**src/hw/rtl/blq_pkg.sv**
```systemverilog
`default_nettype none

package blq_pkg;

    localparam int CFG_INDEX_W = 3;
    localparam int CFG_DATA_W  = 32;
    localparam int MV_W        = 16;
    localparam int DWELL_W     = 32;
    localparam int TIME_W      = 64;

    localparam logic [CFG_INDEX_W-1:0] REG_CRITICAL_LEVEL = 3'd0;
    localparam logic [CFG_INDEX_W-1:0] REG_LOW_LEVEL      = 3'd1;
    localparam logic [CFG_INDEX_W-1:0] REG_RESUME_LEVEL   = 3'd2;
    localparam logic [CFG_INDEX_W-1:0] REG_LOW_DWELL      = 3'd3;
    localparam logic [CFG_INDEX_W-1:0] REG_RESUME_DWELL   = 3'd4;

    localparam logic [MV_W-1:0]    RST_CRITICAL_LEVEL = 16'd3000;
    localparam logic [MV_W-1:0]    RST_LOW_LEVEL      = 16'd3300;
    localparam logic [MV_W-1:0]    RST_RESUME_LEVEL   = 16'd3600;
    localparam logic [DWELL_W-1:0] RST_LOW_DWELL      = 32'd5000;
    localparam logic [DWELL_W-1:0] RST_RESUME_DWELL   = 32'd10000;

    typedef enum logic [2:0] {
        ST_NORMAL    = 3'd0,
        ST_LOW       = 3'd1,
        ST_CRITICAL  = 3'd2,
        ST_RECOVERED = 3'd3,
        ST_INVALID   = 3'd4
    } status_t;

    typedef enum logic [1:0] {
        LVL_NORMAL   = 2'd0,
        LVL_LOW      = 2'd1,
        LVL_CRITICAL = 2'd2
    } level_t;

    typedef struct packed {
        logic [MV_W-1:0]   sample_mv;
        logic              sample_valid;
        logic [TIME_W-1:0] timestamp_ms;
    } in_item_t;

    typedef struct packed {
        logic [2:0] status;
        logic       is_stable;
    } out_item_t;

    typedef struct packed {
        logic [MV_W-1:0]    critical_level_mv;
        logic [MV_W-1:0]    low_level_mv;
        logic [MV_W-1:0]    resume_level_mv;
        logic [DWELL_W-1:0] low_dwell_ms;
        logic [DWELL_W-1:0] resume_dwell_ms;
        logic               ok;
    } cfg_t;

endpackage

`default_nettype wire

```
**src/hw/rtl/battery_level_qualifier_unit.sv**
```systemverilog
// Channel  Direction  Handshake            Payload
// in       input      in_valid / in_stall  in_item (in_item_t)
// out      output     out_valid / out_stall out_item (out_item_t)
// cfg      input      cfg_valid / cfg_ready cfg_index, cfg_data
//
// Input then result register; one sample per clock while out_stall is low.
// The input register feeds the evaluation logic; state and the result
// register update together when the result register is free.
// out_stall holds the result register and, once the input register is full,
// raises in_stall in the same cycle. cfg_ready is always high.
// Reset is asynchronous; thresholds return to their defaults.
`default_nettype none

module battery_level_qualifier_unit
    import blq_pkg::*;
(
    input  wire logic                   clk,
    input  wire logic                   rst_n,
    input  wire logic                   in_valid,
    output logic                        in_stall,
    input  wire in_item_t               in_item,
    output logic                        out_valid,
    input  wire logic                   out_stall,
    output out_item_t                   out_item,
    input  wire logic                   cfg_valid,
    output logic                        cfg_ready,
    input  wire logic [CFG_INDEX_W-1:0] cfg_index,
    input  wire logic [CFG_DATA_W-1:0]  cfg_data
);

    cfg_t      cfg;
    logic      s1_valid_reg;
    in_item_t  s1_item_reg;
    logic      out_valid_reg;
    out_item_t out_item_reg;
    out_item_t result;
    logic      out_free;
    logic      step;
    logic      in_take;

    assign cfg_ready = 1'b1;
    assign out_free  = !out_valid_reg || !out_stall;
    assign step      = s1_valid_reg && out_free;
    assign in_stall  = s1_valid_reg && !out_free;
    assign in_take   = in_valid && !in_stall;

    blq_cfg_regs u_cfg (
        .clk      (clk),
        .rst_n    (rst_n),
        .wr_en    (cfg_valid && cfg_ready),
        .wr_index (cfg_index),
        .wr_data  (cfg_data),
        .cfg      (cfg)
    );

    blq_eval u_eval (
        .clk    (clk),
        .rst_n  (rst_n),
        .cfg    (cfg),
        .step   (step),
        .item   (s1_item_reg),
        .result (result)
    );

    always_ff @(posedge clk or negedge rst_n)
    begin
        if (!rst_n)
        begin
            s1_valid_reg  <= 1'b0;
            out_valid_reg <= 1'b0;
        end
        else
        begin
            if (!in_stall)
            begin
                s1_valid_reg <= in_take;
            end
            if (out_free)
            begin
                out_valid_reg <= s1_valid_reg;
            end
        end
    end

    always_ff @(posedge clk)
    begin
        if (in_take)
        begin
            s1_item_reg <= in_item;
        end
        if (step)
        begin
            out_item_reg <= result;
        end
    end

    assign out_valid = out_valid_reg;
    assign out_item  = out_item_reg;

endmodule

`default_nettype wire

```
**src/hw/rtl/blq_cfg_regs.sv**
```systemverilog
`default_nettype none

module blq_cfg_regs
    import blq_pkg::*;
(
    input  wire logic                   clk,
    input  wire logic                   rst_n,
    input  wire logic                   wr_en,
    input  wire logic [CFG_INDEX_W-1:0] wr_index,
    input  wire logic [CFG_DATA_W-1:0]  wr_data,
    output cfg_t                        cfg
);

    logic [MV_W-1:0]    critical_reg;
    logic [MV_W-1:0]    low_reg;
    logic [MV_W-1:0]    resume_reg;
    logic [DWELL_W-1:0] low_dwell_reg;
    logic [DWELL_W-1:0] resume_dwell_reg;
    logic               ok_reg;
    logic               ok_next;

    always_ff @(posedge clk or negedge rst_n)
    begin
        if (!rst_n)
        begin
            critical_reg     <= RST_CRITICAL_LEVEL;
            low_reg          <= RST_LOW_LEVEL;
            resume_reg       <= RST_RESUME_LEVEL;
            low_dwell_reg    <= RST_LOW_DWELL;
            resume_dwell_reg <= RST_RESUME_DWELL;
        end
        else if (wr_en)
        begin
            case (wr_index)
                REG_CRITICAL_LEVEL: critical_reg     <= wr_data[MV_W-1:0];
                REG_LOW_LEVEL:      low_reg          <= wr_data[MV_W-1:0];
                REG_RESUME_LEVEL:   resume_reg       <= wr_data[MV_W-1:0];
                REG_LOW_DWELL:      low_dwell_reg    <= wr_data[DWELL_W-1:0];
                REG_RESUME_DWELL:   resume_dwell_reg <= wr_data[DWELL_W-1:0];
                default:            ;
            endcase
        end
    end

    // ordering check, registered; writes must only happen while idle, which the block does not enforce
    assign ok_next = (critical_reg != '0) && (critical_reg < low_reg) &&
                     (low_reg < resume_reg) && (low_dwell_reg != '0) &&
                     (resume_dwell_reg != '0);

    always_ff @(posedge clk or negedge rst_n)
    begin
        if (!rst_n)
        begin
            ok_reg <= 1'b1;
        end
        else
        begin
            ok_reg <= ok_next;
        end
    end

    always_comb
    begin
        cfg.critical_level_mv = critical_reg;
        cfg.low_level_mv      = low_reg;
        cfg.resume_level_mv   = resume_reg;
        cfg.low_dwell_ms      = low_dwell_reg;
        cfg.resume_dwell_ms   = resume_dwell_reg;
        cfg.ok                = ok_reg;
    end

endmodule

`default_nettype wire

```
**src/hw/rtl/blq_eval.sv**
```systemverilog
`default_nettype none

module blq_eval
    import blq_pkg::*;
(
    input  wire logic      clk,
    input  wire logic      rst_n,
    input  wire cfg_t      cfg,
    input  wire logic      step,
    input  wire in_item_t  item,
    output out_item_t      result
);

    level_t            level_reg, level_next;
    logic [TIME_W-1:0] last_time_reg, last_time_next;
    logic              time_seen_reg, time_seen_next;
    logic              stable_reg, stable_next;
    logic              low_run_reg, low_run_next;
    logic [TIME_W-1:0] low_start_reg, low_start_next;
    logic              res_run_reg, res_run_next;
    logic [TIME_W-1:0] res_start_reg, res_start_next;

    logic [TIME_W-1:0] now;
    logic [MV_W-1:0]   mv;
    logic              latched;
    logic [TIME_W-1:0] start_sel;
    logic [TIME_W-1:0] dwell_sel;
    logic [TIME_W-1:0] elapsed;
    logic              dwell_met;

    assign now     = item.timestamp_ms;
    assign mv      = item.sample_mv;
    assign latched = (level_reg != LVL_NORMAL);

    // one shared elapsed-time subtract; a timer not yet running starts now
    always_comb
    begin
        if (latched)
        begin
            start_sel = res_run_reg ? res_start_reg : now;
            dwell_sel = {{(TIME_W-DWELL_W){1'b0}}, cfg.resume_dwell_ms};
        end
        else
        begin
            start_sel = low_run_reg ? low_start_reg : now;
            dwell_sel = {{(TIME_W-DWELL_W){1'b0}}, cfg.low_dwell_ms};
        end
        elapsed   = now - start_sel;
        dwell_met = (elapsed >= dwell_sel);
    end

    always_comb
    begin
        level_next     = level_reg;
        last_time_next = last_time_reg;
        time_seen_next = time_seen_reg;
        stable_next    = stable_reg;
        low_run_next   = low_run_reg;
        low_start_next = low_start_reg;
        res_run_next   = res_run_reg;
        res_start_next = res_start_reg;
        result.status    = ST_INVALID;
        result.is_stable = 1'b0;

        if (!cfg.ok)
        begin
            result.status    = ST_INVALID;
            result.is_stable = 1'b0;
        end
        else if (time_seen_reg && (now < last_time_reg))
        begin
            result.status    = ST_INVALID;
            result.is_stable = stable_reg;
        end
        else
        begin
            time_seen_next = 1'b1;
            last_time_next = now;
            if (!item.sample_valid)
            begin
                stable_next   = 1'b0;
                low_run_next  = 1'b0;
                res_run_next  = 1'b0;
                result.status = ST_INVALID;
            end
            else if (mv <= cfg.critical_level_mv)
            begin
                level_next    = LVL_CRITICAL;
                stable_next   = 1'b1;
                res_run_next  = 1'b0;
                result.status = ST_CRITICAL;
            end
            else if (latched)
            begin
                stable_next   = 1'b1;
                result.status = status_t'({1'b0, level_reg});
                if (mv < cfg.resume_level_mv)
                begin
                    res_run_next = 1'b0;
                end
                else
                begin
                    res_run_next   = 1'b1;
                    res_start_next = start_sel;
                    if (dwell_met)
                    begin
                        level_next    = LVL_NORMAL;
                        res_run_next  = 1'b0;
                        low_run_next  = 1'b0;
                        result.status = ST_RECOVERED;
                    end
                end
            end
            else
            begin
                result.status = ST_NORMAL;
                if (mv > cfg.low_level_mv)
                begin
                    stable_next  = 1'b1;
                    low_run_next = 1'b0;
                end
                else
                begin
                    low_run_next   = 1'b1;
                    low_start_next = start_sel;
                    if (dwell_met)
                    begin
                        level_next    = LVL_LOW;
                        stable_next   = 1'b1;
                        result.status = ST_LOW;
                    end
                end
            end
            result.is_stable = stable_next;
        end
    end

    always_ff @(posedge clk or negedge rst_n)
    begin
        if (!rst_n)
        begin
            level_reg     <= LVL_NORMAL;
            last_time_reg <= '0;
            time_seen_reg <= 1'b0;
            stable_reg    <= 1'b0;
            low_run_reg   <= 1'b0;
            low_start_reg <= '0;
            res_run_reg   <= 1'b0;
            res_start_reg <= '0;
        end
        else if (step)
        begin
            level_reg     <= level_next;
            last_time_reg <= last_time_next;
            time_seen_reg <= time_seen_next;
            stable_reg    <= stable_next;
            low_run_reg   <= low_run_next;
            low_start_reg <= low_start_next;
            res_run_reg   <= res_run_next;
            res_start_reg <= res_start_next;
        end
    end

endmodule

`default_nettype wire

```
**config.mk**
```make
export PLATFORM = sky130hd
export DESIGN_NAME = battery_level_qualifier_unit
export DESIGN_NICKNAME = d
export VERILOG_FILES = /design/src/hw/rtl/blq_pkg.sv /design/src/hw/rtl/battery_level_qualifier_unit.sv /design/src/hw/rtl/blq_cfg_regs.sv /design/src/hw/rtl/blq_eval.sv
export SDC_FILE = /design/constraint.sdc
export NUM_CORES = 1
export LEC_CHECK = 0
export ABC_AREA = 1
export BUFFER_PORTS_ARGS = -buffer_cell sky130_fd_sc_hd__buf_4
export CAP_MARGIN = 0
export CORE_MARGIN = 1.5
export CORE_UTILIZATION = 31
export DETAILED_ROUTE_END_ITERATION = 8
export SLEW_MARGIN = 20
export SYNTH_ARGS = -nofsm -noshare
export SYNTH_HDL_FRONTEND = slang
export SYNTH_SLANG_ARGS = --single-unit
```
**constraint.sdc**
```tcl
create_clock -name clk -period 4.47 [get_ports clk]
set_clock_uncertainty 0.1 [all_clocks]
set_input_delay 0.6705 -clock clk [delete_from_list [all_inputs] [get_ports clk]]
set_output_delay 0.6705 -clock clk [all_outputs]
set_load 0.05 [all_outputs]
```
# Word-level counts from Yosys, hierarchy flattened
# Index checks and enable logic that the tools add are counted.
[op_classes] div=0 multipliers=0 muxes=33 addsub=1 bitwise=7 n_eq_ne=10 n_reduce_logical=32 shift=0 n_lt_le_gt_ge=7
[ops] operator="$mux W64" count=3
[ops] operator="$ge A64 B32 Y1" count=1
[ops] operator="$lt A64 B64 Y1" count=1
[ops] operator="$reduce_bool A32 Y1" count=2
[ops] operator="$sub A64 B64 Y64" count=1
[ops] operator="$lt A16 B16 Y1" count=3
[ops] operator="$mux W32" count=1
[ops] operator="$reduce_and A7 Y1" count=3
[ops] operator="$mux W1" count=18
[ops] operator="$gt A16 B16 Y1" count=1
[ops] operator="$le A16 B16 Y1" count=1
[ops] operator="$reduce_bool A16 Y1" count=1
[ops] operator="$mux W2" count=7
[ops] operator="$mux W3" count=4
[ops] operator="$reduce_and A2 Y1" count=5
[ops] operator="$ne A3 B3 Y1 const B" count=3
[ops] operator="$logic_and A1 B1 Y1" count=8
[ops] operator="$not A1 Y1" count=7
[ops] operator="$eq A3 B2 Y1 const B" count=2
[ops] operator="$ne A3 B1 Y1 const B" count=2
[ops] operator="$reduce_and A6 Y1" count=1
[ops] operator="$logic_not A1 Y1" count=4
[ops] operator="$reduce_and A4 Y1" count=1
[ops] operator="$reduce_bool A2 Y1" count=2
[ops] operator="other kinds (8)" count=8
[word_totals] latchBits=0 reg_bits=398 n_memories=0 in_bits=121 rom_bits=0 ramBits=0

# Depth between registers and ports, before layout
# Gate-level depths: netlist of run 1.
[depth] ltp_word=10 depth_mapped=37 depth_no_buf=35

# Hierarchy
# From an unflattened synthesis of run 1, not the netlist that was laid out.
[unflattened] hier_cells=3659 area_unflattened_um2=26713.1
[modules_own_cells] module="blq_eval" area_each_um2=18854.3 seq_area_each_um2=4954.8 cells_per_inst=2953 instances=1
[modules_own_cells] module="blq_cfg_regs" area_each_um2=5200.0 seq_area_each_um2=2862.7 cells_per_inst=607 instances=1
[modules_own_cells] module="battery_level_qualifier_unit" area_each_um2=2658.8 seq_area_each_um2=2602.5 cells_per_inst=99 instances=1

# Least setup slack after synthesis of run 1
# OpenSTA, ideal clock, no wires.
[synth_path] path_type="register to register" start="register u_eval.level_reg[1]" end="register out_item_reg (netlist bit out_item[0]) (data pin)" required_ns=4.111 path_slack_ns=0.069 path_buffers=2 arrival_ns=4.043 period_less_slack_ns=4.401 path_stages_with_launch=31 cell_sequence="dfrtp_1 -> nor2_2 -> clkbuf_1 -> clkbuf_1 -> o21ai_0 -> o22ai_1 -> inv_1 -> ha_1 -> nand2_1 -> nor2_1 -> nand2_1 -> o21bai_1 -> nand2_2 -> nand2_1 -> nand2_1 -> xor2_1 -> ha_1 -> nand2_1 -> inv_1 -> o21ai_0 -> nand2_1 -> a21oi_1 -> nand2_1 -> nor2_1 -> nand3_1 -> nor2_1 -> nand2_1 -> nor2_1 -> nand3_1 -> nand2_1 -> a21oi_1"
[synth_via] elab_chain_cells=10 elab_cells_between_ends=11 classes_between="add/sub (1); order compare (1); mux (8); reduce/logical (1)"
[synth_lines] element="from (decl)" line_no="blq_eval.sv:14" source="level_t level_reg, level_next;"
[synth_lines] element="from (signal assigned)" line_no="blq_eval.sv:153" source="level_reg <= level_next;"
[synth_lines] element="$reduce_bool A2 Y1 (*)" line_no="blq_eval.sv:33" source="assign latched = (level_reg != LVL_NORMAL);"
[synth_lines] element="$mux W64" line_no="blq_eval.sv:38" source="if (latched)"
[synth_lines] element="$sub A64 B64 Y64" line_no="blq_eval.sv:48" source="elapsed = now - start_sel;"
[synth_lines] element="$ge A64 B32 Y1" line_no="blq_eval.sv:49" source="dwell_met = (elapsed >= dwell_sel);"
[synth_lines] element="$mux W1" line_no="blq_eval.sv:126" source="if (dwell_met)"
[synth_lines] element="$mux W1" line_no="blq_eval.sv:117" source="if (mv > cfg.low_level_mv)"
[synth_lines] element="$mux W1 (*)" line_no="blq_eval.sv:93" source="else if (latched)"
[synth_lines] element="$mux W1 (*)" line_no="blq_eval.sv:86" source="else if (mv <= cfg.critical_level_mv)"
[synth_lines] element="$mux W1 (*)" line_no="blq_eval.sv:79" source="if (!item.sample_valid)"
[synth_lines] element="$mux W1 (*)" line_no="blq_eval.sv:70" source="else if (time_seen_reg && (now < last_time_reg))"
[synth_lines] element="to (signal assigned)" line_no="battery_level_qualifier_unit.sv:93" source="out_item_reg <= result;"
[synth_lines] element="to (decl)" line_no="battery_level_qualifier_unit.sv:35" source="out_item_t out_item_reg;"
# Every way passes the cells marked *; elsewhere a longest branch is shown, timed or not.
# A chain may end at the register's enable or synchronous reset.

# Worst setup path in the final report of run 1
[layout_path] start="register u_eval.level_reg[1]" end="register u_eval.level_reg[0]"
[layout_via] elab_chain_cells=6 elab_cells_between_ends=11 classes_between="add/sub (1); order compare (1); eq/ne (2); mux (4); reduce/logical (3)"
[layout_lines] element="$reduce_bool A2 Y1 (*)" line_no="blq_eval.sv:33"
[layout_lines] element="$mux W64" line_no="blq_eval.sv:38"
[layout_lines] element="$sub A64 B64 Y64" line_no="blq_eval.sv:48"
[layout_lines] element="$ge A64 B32 Y1" line_no="blq_eval.sv:49"
[layout_lines] element="$reduce_bool A2 Y1 (no line)"
[layout_lines] element="$reduce_and A7 Y1 (no line)"
# Marks and branches as above.

==> results of run 1 <==
==> cell type report <==
cell class / instances / area [um^2] / area share (%)
diodes: 1 / 2.50 / 0.00740
clock buffers: 58 / 1270 / 3.75
inverters: 574 / 2170 / 6.41
well taps: 1144 / 1430 / 4.23
clock inverters: 34 / 420 / 1.24
flip-flops and latches: 398 / 10400 / 30.8
multi-input cells: 2551 / 15100 / 44.6
repair buffers: 359 / 3030 / 8.94
==> cell usage after synthesis, drive strengths merged <==
| master | instances | area share (%) |
|---|---|---|
| a2111oi | 2 | 0.089 |
| nand2b | 1 | 0.023 |
| nand3 | 93 | 1.9 |
| a21boi | 2 | 0.056 |
| o21ai | 466 | 8.7 |
| o31a | 1 | 0.033 |
| o32ai | 1 | 0.033 |
| nand3b | 11 | 0.32 |
| o22ai | 62 | 1.5 |
| nor4 | 25 | 0.61 |
| clkbuf | 73 | 1.0 |
| o21bai | 9 | 0.25 |
| buf | 35 | 0.73 |
| conb | 1 | 0.014 |
| o221ai | 4 | 0.13 |
| a32oi | 1 | 0.033 |
| fa | 1 | 0.075 |
| nand4 | 35 | 0.82 |
| mux2i | 31 | 1.2 |
| o21a | 5 | 0.14 |
| a211oi | 6 | 0.17 |
| xor2 | 31 | 1.0 |
| and2 | 2 | 0.051 |
| nor2 | 279 | 4.2 |
| inv | 574 | 8.1 |
| dfstp | 28 | 2.8 |
| dfrtp | 285 | 27 |
| a31oi | 1 | 0.023 |
| nor3 | 28 | 0.60 |
| a21oi | 138 | 2.6 |
| edfxtp | 85 | 9.5 |
| nor3b | 1 | 0.047 |
| o221a | 1 | 0.042 |
| nand2 | 1064 | 15 |
| o2111ai | 2 | 0.066 |
| o211ai | 7 | 0.20 |
| a21o | 1 | 0.028 |
| ha | 237 | 11 |
| o31ai | 1 | 0.028 |
| a221oi | 1 | 0.033 |
==> logic make-up after synthesis <==
logic type | Yosys count | synth area share, %
compound gates | 711 | 14.1
other cells | 1 | 0.0140
flops | 398 | 39.0
xor+xnor | 31 | 1.02
buf+inv | 682 | 9.81
simple gates | 1539 | 23.7
fa+ha+maj | 238 | 11.2
mux | 31 | 1.16
==> routing by layer <==
layer	up-vias	wire length (um)
li1	12400	-
met2	591	39500
met5	-	0
met4	0	2450
met3	122	3930
met1	11400	37000
==> report_power, final <==
group          internal (mW)  total, mW  leakage (nW)  switching, mW
registers               4.73       5.31          4.81          0.588
logic                   6.52       15.8          11.3           9.25
clock network           2.47       4.15         0.818           1.68
==> critical path: cells and delay by family (launching register included) <==
kind	cells	cell delay (ns)
DFF	1	0.41
buffers and inverters	4	0.57
adders and majority gates	2	0.50
xor gates and xnor gates	1	0.23
AOI/OAI and AO/OA	5	0.63
and+or+nand+nor	20	1.84
==> worst max-delay path by stage <==
stage          cells past startpoint           startpoint  slack (ns)                   to
2_1_floorplan                     30  u_eval.level_reg[1]        0.07          out_item[0]
3_3_place_gp                      27  u_eval.level_reg[1]       -0.24  u_eval.level_reg[1]
3_5_place_dp                      27  u_eval.level_reg[1]       -0.18  u_eval.level_reg[0]
4_1_cts                           30  u_eval.level_reg[0]       0.004          out_item[0]
5_1_grt                           33  u_eval.level_reg[1]       -0.19  u_eval.level_reg[0]
6_report                          32  u_eval.level_reg[1]        0.06  u_eval.level_reg[0]
==> repair_timing <==
item / CTS / global route
gates cloned: 2 / 4
buffers inserted: 2 / 22
pin swaps: 5 / 114
setup endpoints to repair: 7 / 8
hold endpoints to repair: 0 / 0
gates resized for setup: 36 / 261
==> cell usage in the layout (no fill, tap or decap), drive strengths merged, types with 35 or more instances in the layout <==
| cell | count |
|---|---|
| nor2 | 279 |
| dfrtp | 285 |
| nand2 | 1064 |
| nand3 | 93 |
| edfxtp | 85 |
| o21ai | 466 |
| o22ai | 62 |
| inv | 575 |
| clkbuf | 62 |
| buf | 355 |
| ha | 237 |
| a21oi | 138 |
| nand4 | 35 |
==> flow_summary.json, run 1 <==
{
  "placed_area_um2": 30400,
  "met2_usage_pct": 31.2,
  "cts_root_buffer": "clkbuf_16",
  "overflow": 0,
  "hpwl_mm": 61.9,
  "cts_buffers": 49,
  "wirelength_mm": 82.8,
  "synth-seq-area-share_pct": 39.0,
  "final_nets": 4292,
  "clk_pin_slew_worst_paths_ns": 0.06,
  "hp-class": "in2async",
  "r2r_start": "u_eval.level_reg[1]",
  "rsz0062_at_grt": "true",
  "grt_pass1_vias": 23800,
  "slowest_stage": "dfrtp_1",
  "slew_viol_final": 0,
  "start_util_pct": 31.4,
  "synth_warnings": 0,
  "worst-slew-pin-transition_ns": 1.03,
  "outcome": "finished, violations left",
  "grt_max_degree": 100,
  "grt-busiest-layer": "met2",
  "ant_nets": 0,
  "use_met3_pct": 2.22,
  "placedCellCount": 4996,
  "fin_crit_sh_pct": 98.7,
  "synth_cell_types": 55,
  "grtUsageMet1_pct": 24.3,
  "area_delta_synth_final_pct": 26.5,
  "grtUsageTotal_pct": 18.4,
  "rrSetupSlack_ns": 0.06,
  "cp_slowest_stage_delay_ns": 0.41,
  "dp_worst_setup_slack_ns": -0.181,
  "rows": 107,
  "cts_sinks": 398,
  "portBuffers": 126,
  "n_fill_cell": 8724,
  "layoutNonFillerInstCount": 5119,
  "drv_cap": 0,
  "holdBufCountCts": 0,
  "crit_fanout": 7,
  "ys_ff_latch": 398,
  "whs_ns": -0.0303,
  "setup_slack_ns": 0.0576,
  "crit_path_end_kind": "flip-flop",
  "cts_tree": "done",
  "powerDensity_nw_per_um2": 746,
  "cp.arrival_ns": 4.83,
  "fmax_ghz": 0.227,
  "drtIter0Drc": 1673,
  "power_mw": 25.2,
  "synth_nets": 3990,
  "drive_gt1_share_pct": 19.4,
  "io_pins": 128,
  "setup_viol": 0,
  "core_um2": 85300,
  "vias": 24500,
  "first_pass_iters": 6,
  "grt_pass1_wl_mm": 130,
  "largest_reg_flops": 81,
  "antenna_found_initial": 1,
  "peakVddDrop_uv": 300,
  "netlist_area_um2": 26700,
  "syn_avg_cell_area_um2": 7.37,
  "wire_per_inst_um": 16.2,
  "h-tree-depth": 2,
  "critPathKind": "reg2reg",
  "slew_headroom_pct": 31.1,
  "fin_area_um2": 33800,
  "viasPerCell": 4.78,
  "synthCells": 3631,
  "r2r_cells": 32,
  "drc_errors": 0,
  "clock_latency_ns": 0.63,
  "die_y_um": 297,
  "fin_crit_ns": 4.41,
  "crit_required_ns": 4.88,
  "fin_tns_setup_ns": 0,
  "path_common_cell": "nand2_1",
  "r2r-end": "u_eval.level_reg[0]",
  "violations": "negative hold slack",
  "die-area_um2": 88100,
  "globalplace.congestion": 0.970,
  "startpoint_type": "flip-flop",
  "die_x_um": 297,
  "power_leakage_nw": 16.9,
  "cts_buffer_depth": 3,
  "final-hold-violation-count": 6,
  "fin_util_pct": 39.7
}
(Power assumes the default switching activity.)
==> inputs of run 2 (changes only) <==
- CORE_UTILIZATION: 31 -> 50
- PLACE_DENSITY: default -> 0.7
==> flow_summary.json, run 2 (same netlist as run 1, synthesis figures left out) <==
{
  "outcome": "finished, violations left",
  "violations": "design-rule violations, negative setup slack",
  "layoutNonFillerInstCount": 4677,
  "wire_per_inst_um": 16.7,
  "wirelength_mm": 78.3,
  "grt_pass1_wl_mm": 122,
  "hpwl_mm": 57.5,
  "area_delta_synth_final_pct": 22.2,
  "fin_area_um2": 32700,
  "peakVddDrop_uv": 415,
  "slew_headroom_pct": 29.0,
  "cts_root_buffer": "clkbuf_16",
  "crit_fanout": 7,
  "antenna_found_initial": 0,
  "largest_reg_flops": 81,
  "r2r_cells": 33,
  "final_common_cell": "nand2_1",
  "cp.arrival_ns": 4.94,
  "fin_tns_setup_ns": -0.199,
  "drtIter0Drc": 1950,
  "critPathBufInv": 6,
  "cts_tree": "done",
  "crit_family": "simple AND/OR/NAND/NOR gates",
  "ant_nets": 0,
  "viasPerCell": 5.33,
  "die_x_um": 234,
  "globalplace.congestion": 1.06,
  "path_common_cell": "nand2_1",
  "grt_max_degree": 102,
  "cts_sinks": 398,
  "fin_util_pct": 61.9,
  "io_pins": 128,
  "setup_slack_ns": -0.0647,
  "setup_viol": 4,
  "crit_required_ns": 4.88,
  "die_y_um": 234,
  "powerDensity_nw_per_um2": 747,
  "rows": 84,
  "r2r_start": "u_eval.level_reg[1]",
  "clock_latency_ns": 0.62,
  "slowest_stage": "fa_2",
  "portBuffers": 126,
  "first_pass_iters": 8,
  "placed_area_um2": 29900,
  "worst-slew-pin-transition_ns": 1.06,
  "startpoint_type": "flip-flop",
  "crit_path_end_kind": "flip-flop",
  "dp_worst_setup_slack_ns": -0.206,
  "final_nets": 4310,
  "holdBufCountCts": 0,
  "start_util_pct": 50.7,
  "core_um2": 52800,
  "final-hold-violation-count": 0,
  "critPathKind": "reg2reg",
  "h-tree-depth": 2,
  "slew_viol_final": 0,
  "cts_buffers": 46,
  "fin_crit_sh_pct": 101,
  "hp-class": "in2async",
  "fin_crit_ns": 4.53,
  "vias": 24900,
  "layout_common_cells": "nand2_1 (1000), inv_1 (544), o21ai_0 (361), buf_4 (357), dfrtp_1 (283)",
  "power_leakage_nw": 16.8,
  "clk_pin_slew_worst_paths_ns": 0.06,
  "drv_cap": 0,
  "placedCellCount": 4562,
  "num_antenna_cells": 0,
  "fmax_ghz": 0.221,
  "grt_pass1_vias": 23700,
  "drc_errors": 3,
  "cts_buffer_depth": 3,
  "rrSetupSlack_ns": -0.06,
  "r2r-end": "u_eval.level_reg[0]",
  "n_fill_cell": 4754,
  "cp_slowest_stage_delay_ns": 0.42,
  "rsz0062_at_grt": "true",
  "die-area_um2": 54900,
  "overflow": 0,
  "drive_gt1_share_pct": 17.7,
  "grtUsageTotal_pct": 28.1
}
==> run 2: cell count changes in the layout (fill, tap and decap cells not counted), sizes merged <==
cell | previous run | this run
diode | 1 | 0
bufinv | 7 | 4
clkinvlp | 5 | 1
clkbuf | 62 | 70
clkinv | 21 | 17
inv | 575 | 573
buf | 355 | 375
==> run 2: how the worst max path moves through the flow <==
| stage | from | end | slack (ns) | cells past startpoint |
|---|---|---|---|---|
| final | u_eval.level_reg[1] | u_eval.level_reg[0] | -0.06 | 33 |
| after global routing | u_eval.level_reg[1] | u_eval.level_reg[0] | -0.41 | 39 |
| after CTS | u_eval.level_reg[0] | out_item[0] | 0.004 | 30 |
| after detailed placement | u_eval.level_reg[1] | out_item[0] | -0.21 | 26 |
| after global placement | u_eval.level_reg[1] | out_item[0] | -0.16 | 26 |
| after floorplan | u_eval.level_reg[1] | out_item[0] | 0.07 | 30 |
==> run 2: per-stage QoR <==
| stage | hold slack [ns] | total power [mW] |
|---|---|---|
| after floorplan | 0.275 | 13.7 |
| after global placement | 0.348 | 18.4 |
| after detailed placement | 0.351 | 18.6 |
| after CTS | 0.0515 | 22.9 |
| after global routing | 0.0762 | 26.4 |
| final | 0.00267 | 24.4 |
==> run 2: metal layers <==
layer	share of wire, %	track usage, %	wire, um
met1	43	37.5	34000
met2	47	47.5	36800
met3	6.1	3.34	4760
met4	3.4	8.93	2650
met5	0	0	0
==> run 2: what timing repair did <==
item | 4_1_cts | 5_1_grt
setup buffers | 3 | 18
gates resized for setup | 18 | 152
pin swaps | 5 | 52
setup endpoints to repair | 8 | 8
gates cloned | 1 | 7
==> run 2: area by class of cell <==
| cell class | instances | area [um^2] | share of cell area [%] |
|---|---|---|---|
| Clock buffer | 65 | 1290 | 3.96 |
| Sequential cell | 398 | 10400 | 31.9 |
| Clock inverter | 21 | 259 | 0.793 |
| Multi-Input combinational cell | 2551 | 14500 | 44.5 |
| Timing Repair Buffer | 380 | 3130 | 9.59 |
| Inverter | 574 | 2170 | 6.64 |
| Tap cell | 688 | 861 | 2.63 |
==> run 2: report_power, final <==
| part | switching [mW] | internal (mW) | leakage, nW |
|---|---|---|---|
| clock network | 1.60 | 2.28 | 0.762 |
| registers | 0.578 | 4.73 | 4.81 |
| logic | 9.00 | 6.24 | 11.2 |
